## src/cblw_pkg.sv

```systemverilog
package cblw_pkg;

    // window geometry
    localparam int WINDOW_DEPTH = 5;
    localparam int COUNT_WIDTH  = 24;
    localparam int SLOT_W       = (WINDOW_DEPTH > 1) ? $clog2(WINDOW_DEPTH) : 1;
    localparam int SUM_W        = COUNT_WIDTH + $clog2(WINDOW_DEPTH + 1);

    // configuration
    localparam int               BAUD_W     = 20;
    localparam logic [BAUD_W-1:0] BAUD_RESET = BAUD_W'(500000);

    // field widths
    localparam int DLC_W  = 4;
    localparam int LOAD_W = 8;

    // frame bit counts without stuffing
    localparam int FRAME_BITS_W  = 8;
    localparam logic [FRAME_BITS_W-1:0] STD_FRAME_BITS = FRAME_BITS_W'(47);
    localparam logic [FRAME_BITS_W-1:0] EXT_FRAME_BITS = FRAME_BITS_W'(67);

    // divider operands
    localparam int PCT_SCALE = 100;
    localparam int NUM_W     = SUM_W + 7;
    localparam int DIV_W     = BAUD_W + $clog2(WINDOW_DEPTH + 1);
    localparam int STEP_W    = $clog2(NUM_W);

    // request opcodes
    localparam logic OP_FRAME = 1'b0;
    localparam logic OP_TICK  = 1'b1;

    typedef enum logic [2:0] {
        ST_IDLE,
        ST_LOAD,
        ST_START,
        ST_DIV,
        ST_HOLD
    } state_t;

endpackage

```

## src/cblw_if.sv

```systemverilog
interface cblw_req_if;
    logic                          valid;
    logic                          ready;
    logic                          op;
    logic [cblw_pkg::DLC_W-1:0]    dlc;
    logic                          extended_id;

    modport source (output valid, output op, output dlc, output extended_id, input ready);
    modport sink   (input valid, input op, input dlc, input extended_id, output ready);
endinterface

interface cblw_res_if;
    logic                          valid;
    logic                          ready;
    logic [cblw_pkg::LOAD_W-1:0]   load_percent;

    modport source (output valid, output load_percent, input ready);
    modport sink   (input valid, input load_percent, output ready);
endinterface

```

## src/cblw_window.sv

```systemverilog
module cblw_window (
    input  logic                              clk,
    input  logic                              rst_n,
    input  logic                              update,
    input  logic                              op,
    input  logic [cblw_pkg::DLC_W-1:0]        dlc,
    input  logic                              extended_id,
    output logic [cblw_pkg::SUM_W-1:0]        window_sum
);

    logic [cblw_pkg::COUNT_WIDTH-1:0] interval_bits_reg;
    logic [cblw_pkg::COUNT_WIDTH-1:0] interval_bits_next;
    logic [cblw_pkg::COUNT_WIDTH-1:0] counts_reg [cblw_pkg::WINDOW_DEPTH];
    logic [cblw_pkg::SLOT_W-1:0]      slot_reg;
    logic [cblw_pkg::SLOT_W-1:0]      slot_next;
    logic [cblw_pkg::SUM_W-1:0]       sum_reg;
    logic [cblw_pkg::SUM_W-1:0]       sum_next;
    logic [cblw_pkg::FRAME_BITS_W-1:0] frame_bits;
    logic [cblw_pkg::COUNT_WIDTH:0]   acc_sum;

    // frame length: header by id type plus eight bits per dlc code
    assign frame_bits = (extended_id ? cblw_pkg::EXT_FRAME_BITS : cblw_pkg::STD_FRAME_BITS)
                      + {1'b0, dlc, 3'b000};

    assign acc_sum = {1'b0, interval_bits_reg}
                   + (cblw_pkg::COUNT_WIDTH + 1)'(frame_bits);

    always_comb
    begin
        interval_bits_next = interval_bits_reg;
        slot_next          = slot_reg;
        sum_next           = sum_reg;
        if (op == cblw_pkg::OP_FRAME)
        begin
            // saturate at all ones
            interval_bits_next = acc_sum[cblw_pkg::COUNT_WIDTH]
                               ? {cblw_pkg::COUNT_WIDTH{1'b1}}
                               : acc_sum[cblw_pkg::COUNT_WIDTH-1:0];
        end
        else
        begin
            interval_bits_next = '0;
            sum_next = sum_reg
                     - cblw_pkg::SUM_W'(counts_reg[slot_reg])
                     + cblw_pkg::SUM_W'(interval_bits_reg);
            slot_next = (slot_reg == cblw_pkg::SLOT_W'(cblw_pkg::WINDOW_DEPTH - 1))
                      ? '0 : slot_reg + 1'b1;
        end
    end

    always_ff @(posedge clk or negedge rst_n)
    begin
        if (!rst_n)
        begin
            interval_bits_reg <= '0;
            slot_reg          <= '0;
            sum_reg           <= '0;
            for (int i = 0; i < cblw_pkg::WINDOW_DEPTH; i++)
            begin
                counts_reg[i] <= '0;
            end
        end
        else if (update)
        begin
            interval_bits_reg <= interval_bits_next;
            slot_reg          <= slot_next;
            sum_reg           <= sum_next;
            if (op == cblw_pkg::OP_TICK)
            begin
                counts_reg[slot_reg] <= interval_bits_reg;
            end
        end
    end

    assign window_sum = sum_reg;

endmodule

```

## src/cblw_div.sv

```systemverilog
module cblw_div (
    input  logic                              clk,
    input  logic                              rst_n,
    input  logic                              start,
    input  logic [cblw_pkg::NUM_W-1:0]        numerator,
    input  logic [cblw_pkg::DIV_W-1:0]        divisor,
    output logic                              done,
    output logic [cblw_pkg::LOAD_W-1:0]       quotient
);

    logic                              busy_reg;
    logic                              done_reg;
    logic [cblw_pkg::STEP_W-1:0]       step_reg;
    logic [cblw_pkg::NUM_W-1:0]        num_reg;
    logic [cblw_pkg::DIV_W-1:0]        div_reg;
    logic [cblw_pkg::DIV_W:0]          rem_reg;
    logic [cblw_pkg::LOAD_W-1:0]       q_reg;
    logic                              ovf_reg;
    logic [cblw_pkg::DIV_W:0]          rem_shift;
    logic                              q_bit;
    logic [cblw_pkg::DIV_W:0]          rem_next;

    // one restoring step: shift in next numerator bit, trial subtract
    assign rem_shift = {rem_reg[cblw_pkg::DIV_W-1:0], num_reg[cblw_pkg::NUM_W-1]};
    assign q_bit     = rem_shift >= {1'b0, div_reg};
    assign rem_next  = q_bit ? rem_shift - {1'b0, div_reg} : rem_shift;

    always_ff @(posedge clk or negedge rst_n)
    begin
        if (!rst_n)
        begin
            busy_reg <= 1'b0;
            done_reg <= 1'b0;
            step_reg <= '0;
        end
        else
        begin
            done_reg <= 1'b0;
            if (start)
            begin
                busy_reg <= 1'b1;
                step_reg <= cblw_pkg::STEP_W'(cblw_pkg::NUM_W - 1);
            end
            else if (busy_reg)
            begin
                step_reg <= step_reg - 1'b1;
                if (step_reg == '0)
                begin
                    busy_reg <= 1'b0;
                    done_reg <= 1'b1;
                end
            end
        end
    end

    always_ff @(posedge clk)
    begin
        if (start)
        begin
            num_reg <= numerator;
            div_reg <= divisor;
            rem_reg <= '0;
            q_reg   <= '0;
            ovf_reg <= 1'b0;
        end
        else if (busy_reg)
        begin
            num_reg <= {num_reg[cblw_pkg::NUM_W-2:0], 1'b0};
            rem_reg <= rem_next;
            q_reg   <= {q_reg[cblw_pkg::LOAD_W-2:0], q_bit};
            // any quotient bit above the result width means saturation
            ovf_reg <= ovf_reg | q_reg[cblw_pkg::LOAD_W-1];
        end
    end

    // zero divisor makes every trial succeed, so it saturates too
    assign done     = done_reg;
    assign quotient = ovf_reg ? {cblw_pkg::LOAD_W{1'b1}} : q_reg;

endmodule

```

## src/can_bus_load_window.sv

```systemverilog
// can bus load monitor over a sliding window of measurement intervals
//
// req channel (valid/ready): op selects a frame request (adds 47 or 67 bits
// plus eight per dlc code to the interval count, saturating) or a tick
// request (closes the interval into the next window slot, clears the count)
// res channel (valid/ready): one load_percent per request,
// floor(window sum * 100 / (window depth * baud rate)), saturated at 255
// baud_wr_en / baud_wr_data: write the baud rate, only while idle
//
// sequence: the window updates at the accept edge, then the operands are
// registered, the divider is started, the bit-serial restoring divider works
// one quotient bit per cycle, and the quotient loads the output register;
// one request is in flight at a time and ready returns the cycle after the
// result loads, so a new request is not taken before the last one's result
// has loaded
// reset: interval count, window slots, slot pointer and sum clear to zero,
// baud rate returns to 500000, no result pending
// stall: a finished result waits in the output register; the next request
// is still taken, and its result waits in the divider until res is free
module can_bus_load_window (
    input  logic                          clk,
    input  logic                          rst_n,
    cblw_req_if.sink                      req,
    cblw_res_if.source                    res,
    input  logic                          baud_wr_en,
    input  logic [cblw_pkg::BAUD_W-1:0]   baud_wr_data
);

    cblw_pkg::state_t state_reg;
    cblw_pkg::state_t state_next;

    logic [cblw_pkg::BAUD_W-1:0]  baud_reg;
    logic [cblw_pkg::NUM_W-1:0]   num_reg;
    logic [cblw_pkg::DIV_W-1:0]   div_reg;
    logic [cblw_pkg::LOAD_W-1:0]  out_data_reg;
    logic                         out_valid_reg;
    logic [cblw_pkg::SUM_W-1:0]   window_sum;
    logic                         req_take;
    logic                         out_free;
    logic                         out_load;
    logic                         div_start;
    logic                         div_done;
    logic [cblw_pkg::LOAD_W-1:0]  div_quotient;

    assign req.ready = (state_reg == cblw_pkg::ST_IDLE);
    assign req_take  = req.valid && req.ready;
    assign out_free  = !out_valid_reg || res.ready;

    // window state is updated at the accept edge
    cblw_window u_window (
        .clk         (clk),
        .rst_n       (rst_n),
        .update      (req_take),
        .op          (req.op),
        .dlc         (req.dlc),
        .extended_id (req.extended_id),
        .window_sum  (window_sum)
    );

    // single bit-serial divider, used for every request
    cblw_div u_div (
        .clk       (clk),
        .rst_n     (rst_n),
        .start     (div_start),
        .numerator (num_reg),
        .divisor   (div_reg),
        .done      (div_done),
        .quotient  (div_quotient)
    );

    // sequencer
    always_comb
    begin
        state_next = state_reg;
        div_start  = 1'b0;
        out_load   = 1'b0;
        case (state_reg)
            cblw_pkg::ST_IDLE:
            begin
                if (req_take)
                begin
                    state_next = cblw_pkg::ST_LOAD;
                end
            end
            cblw_pkg::ST_LOAD:
            begin
                state_next = cblw_pkg::ST_START;
            end
            cblw_pkg::ST_START:
            begin
                div_start  = 1'b1;
                state_next = cblw_pkg::ST_DIV;
            end
            cblw_pkg::ST_DIV:
            begin
                if (div_done)
                begin
                    if (out_free)
                    begin
                        out_load   = 1'b1;
                        state_next = cblw_pkg::ST_IDLE;
                    end
                    else
                    begin
                        state_next = cblw_pkg::ST_HOLD;
                    end
                end
            end
            cblw_pkg::ST_HOLD:
            begin
                // quotient stays put in the divider until the output frees up
                if (out_free)
                begin
                    out_load   = 1'b1;
                    state_next = cblw_pkg::ST_IDLE;
                end
            end
            default:
            begin
                state_next = cblw_pkg::ST_IDLE;
            end
        endcase
    end

    always_ff @(posedge clk or negedge rst_n)
    begin
        if (!rst_n)
        begin
            state_reg <= cblw_pkg::ST_IDLE;
        end
        else
        begin
            state_reg <= state_next;
        end
    end

    // baud rate register
    always_ff @(posedge clk or negedge rst_n)
    begin
        if (!rst_n)
        begin
            baud_reg <= cblw_pkg::BAUD_RESET;
        end
        else if (baud_wr_en)
        begin
            baud_reg <= baud_wr_data;
        end
    end

    // divider operands: sum * 100 over depth * baud
    // sum * 100 formed as sum * 64 + sum * 32 + sum * 4
    always_ff @(posedge clk)
    begin
        if (state_reg == cblw_pkg::ST_LOAD)
        begin
            num_reg <= (cblw_pkg::NUM_W'(window_sum) << 6)
                     + (cblw_pkg::NUM_W'(window_sum) << 5)
                     + (cblw_pkg::NUM_W'(window_sum) << 2);
            div_reg <= cblw_pkg::DIV_W'(baud_reg) * cblw_pkg::DIV_W'(cblw_pkg::WINDOW_DEPTH);
        end
    end

    // output register
    always_ff @(posedge clk or negedge rst_n)
    begin
        if (!rst_n)
        begin
            out_valid_reg <= 1'b0;
        end
        else if (out_load)
        begin
            out_valid_reg <= 1'b1;
        end
        else if (res.ready)
        begin
            out_valid_reg <= 1'b0;
        end
    end

    always_ff @(posedge clk)
    begin
        if (out_load)
        begin
            out_data_reg <= div_quotient;
        end
    end

    assign res.valid        = out_valid_reg;
    assign res.load_percent = out_data_reg;

endmodule
```

## src/flat_wrapper.sv

```systemverilog
// flat-port wrapper written by rule: the top's interface ports become plain ports
module can_bus_load_window_flat 
  (clk, rst_n, baud_wr_en, baud_wr_data, req_valid, req_op, req_dlc, req_extended_id, req_ready, res_valid, res_load_percent, res_ready);
  cblw_req_if req_i ();
  cblw_res_if res_i ();
  input  logic clk;
  input  logic rst_n;
  input  logic baud_wr_en;
  input  logic [cblw_pkg::BAUD_W-1:0] baud_wr_data;
  input wire logic [$bits(req_i.valid)-1:0] req_valid;
  input wire logic [$bits(req_i.op)-1:0] req_op;
  input wire logic [$bits(req_i.dlc)-1:0] req_dlc;
  input wire logic [$bits(req_i.extended_id)-1:0] req_extended_id;
  output wire logic [$bits(req_i.ready)-1:0] req_ready;
  output wire logic [$bits(res_i.valid)-1:0] res_valid;
  output wire logic [$bits(res_i.load_percent)-1:0] res_load_percent;
  input wire logic [$bits(res_i.ready)-1:0] res_ready;
  assign req_i.valid = req_valid;
  assign req_i.op = req_op;
  assign req_i.dlc = req_dlc;
  assign req_i.extended_id = req_extended_id;
  assign req_ready = req_i.ready;
  assign res_valid = res_i.valid;
  assign res_load_percent = res_i.load_percent;
  assign res_i.ready = res_ready;
  can_bus_load_window u_core (.clk(clk), .rst_n(rst_n), .req(req_i), .res(res_i), .baud_wr_en(baud_wr_en), .baud_wr_data(baud_wr_data));
endmodule
```

## config.mk

```make
export PLATFORM = sky130hd
export DESIGN_NAME = can_bus_load_window_flat
export DESIGN_NICKNAME = d
export VERILOG_FILES = /design/src/cblw_pkg.sv /design/src/cblw_if.sv /design/src/cblw_window.sv /design/src/cblw_div.sv /design/src/can_bus_load_window.sv /design/src/flat_wrapper.sv
export SDC_FILE = /design/constraint.sdc
export NUM_CORES = 1
export LEC_CHECK = 0
export ABC_CLOCK_PERIOD_IN_PS = 5000
export BUFFER_PORTS_ARGS = -buffer_cell sky130_fd_sc_hd__buf_2
export CORE_UTILIZATION = 40
export CTS_BUF_LIST = sky130_fd_sc_hd__clkbuf_8
export CTS_CLUSTER_SIZE = 8
export DETAILED_ROUTE_END_ITERATION = 12
export PLACE_DENSITY_LB_ADDON = 0.15
export SKIP_CTS_REPAIR_TIMING = 1
export SYNTH_ARGS = -nofsm -noshare
export SYNTH_HDL_FRONTEND = slang
export SYNTH_HIERARCHICAL = 1
export SYNTH_SLANG_ARGS = --single-unit
```

## constraint.sdc

```tcl
create_clock -name clk -period 5 [get_ports clk]
set_clock_uncertainty 0.05 [all_clocks]
set_input_delay 1.25 -clock clk [delete_from_list [all_inputs] [get_ports clk]]
set_output_delay 1.25 -clock clk [all_outputs]
set_load 0.05 [all_outputs]
```

==> out/metrics.csv <==
stage;metric;value;unit
outcome;status;finished, final reports clean;
drt;drc;0;
critical_path;cp-start-kind;flip-flop;
yosys;synthArstFlopShare;0.5754;
drt;routed_via_density;5.307;
cts;clk_pin_slew_worst_paths;60;ps
pwr;power.density;445.5;nW/um^2
critical_path;critPathArrivalTime;4890;ps
finish;largest_reg_flops;120;
finish;nets;2219;
yosys;syn_inst;1956;
critical_path;worst-setup-path-type;reg2reg;
drt;dr_total_vias;14519;
sta;relSlewSlack;0.2780;
floorplan;die_x;231.7;um
sta;period_share;0.8917;
drt;routed_wl;47.91;mm
global_route;antenna_found_initial;1;
critical_path;crit_fanout;24;
drt;wl_per_cell;17.51;um
min_path;holdCritPathClass;reg2reg;
yosys;ys_seq_elements;358;
pwr;power;10.40;mW
placement;hpwl;34.42;mm
floorplan;die-height;231.7;um
pwr;total_leakage_power;10.50;nW
placement;pre_cts_ws;553.3;ps
critical_path;worstPathRequired;5430;ps
placement;gp_congestion;0.8771;
sta;timing.final.ws_setup;541.4;ps
cts;cts_max_level;3;
flow_run;maxCapViolCount;0;
cts;clock_sinks;358;
yosys;synth.cell_area;21100;um^2
global_route;grt_max_degree;127;
yosys;ys_warn_count;6;
sta;rsz0062_at_grt;false;
cts;clock-root-buffer;clkbuf_8;
sta;worst_slew_pin_slew;1079;ps
sta;slew_violations;0;
sta;finalSetupViolCount;0;
cts;insertion_delay;620;ps
finish;utilization;0.4516;
yosys;synth_edf_count;120;
drt;drt.antenna.violating_nets;0;
drt;first_iter_violations;715;
global_route;track_usage;0.1841;
sta;fin_crit;4459;ps
yosys;ys_seq_area_frac;0.4459;
drt;drtPass1Iterations;7;
sta;fin_hold_ws;363.1;ps
floorplan;die_area;53670;um^2
sta;tns;0;ps
global_route;grt_pass1_vias;14357;
floorplan;core;51720;um^2
sta;finalHoldViolCount;0;
floorplan;rows;83;
yosys;yosysUniqueCellTypes;93;
cts;cts_tree;done;
floorplan;boundaryPins;41;
yosys;synthFlopType;dfrtp_1;
cts;cts_buffer_depth;3;
placement;port_buffers;40;
sta;max_freq;224.3;MHz
floorplan;initial_utilization;0.4079;
pwr;vdd_drop_max;0.0002058;V
cts;cts_buffers;67;
yosys;synth_area_per_cell;10.79;um^2
global_route;grt_remaining_overflow;0;
critical_path;crit_path_end_kind;flip-flop;
finish;areaGrowthSynthToFinish;10.70;%
global_route;grt_pass1_wl;78.54;mm
finish;drive_gt1_frac;0.1684;
-- path summary, 6_finish.rpt --
kind | slack [ps] | cells past startpoint | startpoint | end
setup / recovery | 540 | 15 | u_core/u_window/slot_reg[1] | u_core/u_window/window_sum[25]
hold / removal | 360 | 0 | u_core/div_reg[1] | u_core/u_div/div_reg[1]
setup reg to reg | 540 | 15 | u_core/u_window/slot_reg[1] | u_core/u_window/window_sum[25]
hold reg to reg | 360 | 0 | u_core/div_reg[1] | u_core/u_div/div_reg[1]
max in group asynchronous | 3270 | 2 | rst_n | u_core/u_window/window_sum[15]
min in group asynchronous | 650 | 1 | rst_n | u_core/u_window/interval_bits_reg[16]
-- stage by stage --
step | cell area [um^2] | instances
floorplan | 21110 | 1957
global placement | 22030 | 2614
detailed placement | 22030 | 2614
CTS | 23350 | 2735
global route | 23360 | 2736
finish | 23360 | 2736
-- per-layer routing --
layer | vias up | global-route usage | part of all wire
met3 | 69 | 0.03162 | 0.041
met5 | - | 0 | 0
met4 | 0 | 0.06661 | 0.022
met1 | 7056 | 0.2751 | 0.51
met2 | 255 | 0.2651 | 0.42
li1 | 7139 | - | -
-- worst max-delay path, cell delays in order, from the launching register on --
cell and delay [ps]:
dfrtp_2 590, buf_4 440, mux2i_1 230, nor2_1 50, a31oi_1 180, o22ai_1 170, fa_1 520, inv_1 40
ha_1 410, a21oi_1 180, o21a_1 250, o211ai_1 170, nor4_1 560, o31ai_1 210, xnor2_1 180, o21ai_1 70
-- Yosys cell counts, drive strengths merged, types with 46 or more instances --
library cell | count | area share
inv | 151 | 0.027
a21oi | 128 | 0.031
nand2 | 136 | 0.024
edfxtp | 120 | 0.17
o21ai | 139 | 0.034
clkbuf | 53 | 0.0094
mux2 | 128 | 0.068
dfrtp | 199 | 0.24
ha | 131 | 0.078
fa | 54 | 0.051
a21o | 48 | 0.017
xnor2 | 46 | 0.019
nor2 | 107 | 0.020
-- cell usage in the layout, fill, tap and decap left out, drive strengths merged, types with 14 or more instances in the layout --
cell type | synthesis | routed
dfrtp | 199 | 199
mux2 | 128 | 128
nor3 | 20 | 20
inv | 151 | 180
o21a | 16 | 16
o21ai | 139 | 139
a21o | 48 | 48
clkbuf | 53 | 76
nand3 | 32 | 32
mux2i | 27 | 27
a22oi | 14 | 14
nor2 | 107 | 107
a21oi | 128 | 128
nand2 | 136 | 136
nand2b | 21 | 21
o22ai | 18 | 18
ha | 131 | 131
a211oi | 27 | 27
xor2 | 42 | 42
buf | 32 | 62
a31oi | 21 | 21
edfxtp | 120 | 120
dfxtp | 32 | 32
and3 | 15 | 15
fa | 54 | 54
nand4 | 19 | 19
xnor2 | 46 | 46
-- power by group --
part	switching, mW	total [mW]	internal [mW]
combinational	2.18	3.81	1.63
sequential	0.310	3.80	3.48
clock	1.25	2.80	1.55
-- area by class of cell --
type,count,area (um^2)
diodes,1,2.502
clock buffers,76,1046
clock inverters,45,277.8
fillers,4921,28360
inverters,152,570.5
well taps,680,850.8
multi-input cells,1362,10800
repair buffers,62,400.4
flip-flops and latches,358,9410
-- kinds of logic (layout without fill, tap and decap cells) --
kind of cell | after synthesis | after routing | synth area share
compound gates | 500 | 500 | 0.1516
xor+xnor | 88 | 88 | 0.03653
fa+ha+maj | 185 | 185 | 0.1289
buf+inv | 237 | 335 | 0.04460
flops | 358 | 358 | 0.4459
mux | 165 | 165 | 0.09180
other cells | 1 | 3 | 0.0001777
simple gates | 422 | 422 | 0.1005
No activity file was read; power rests on OpenSTA's default activity.
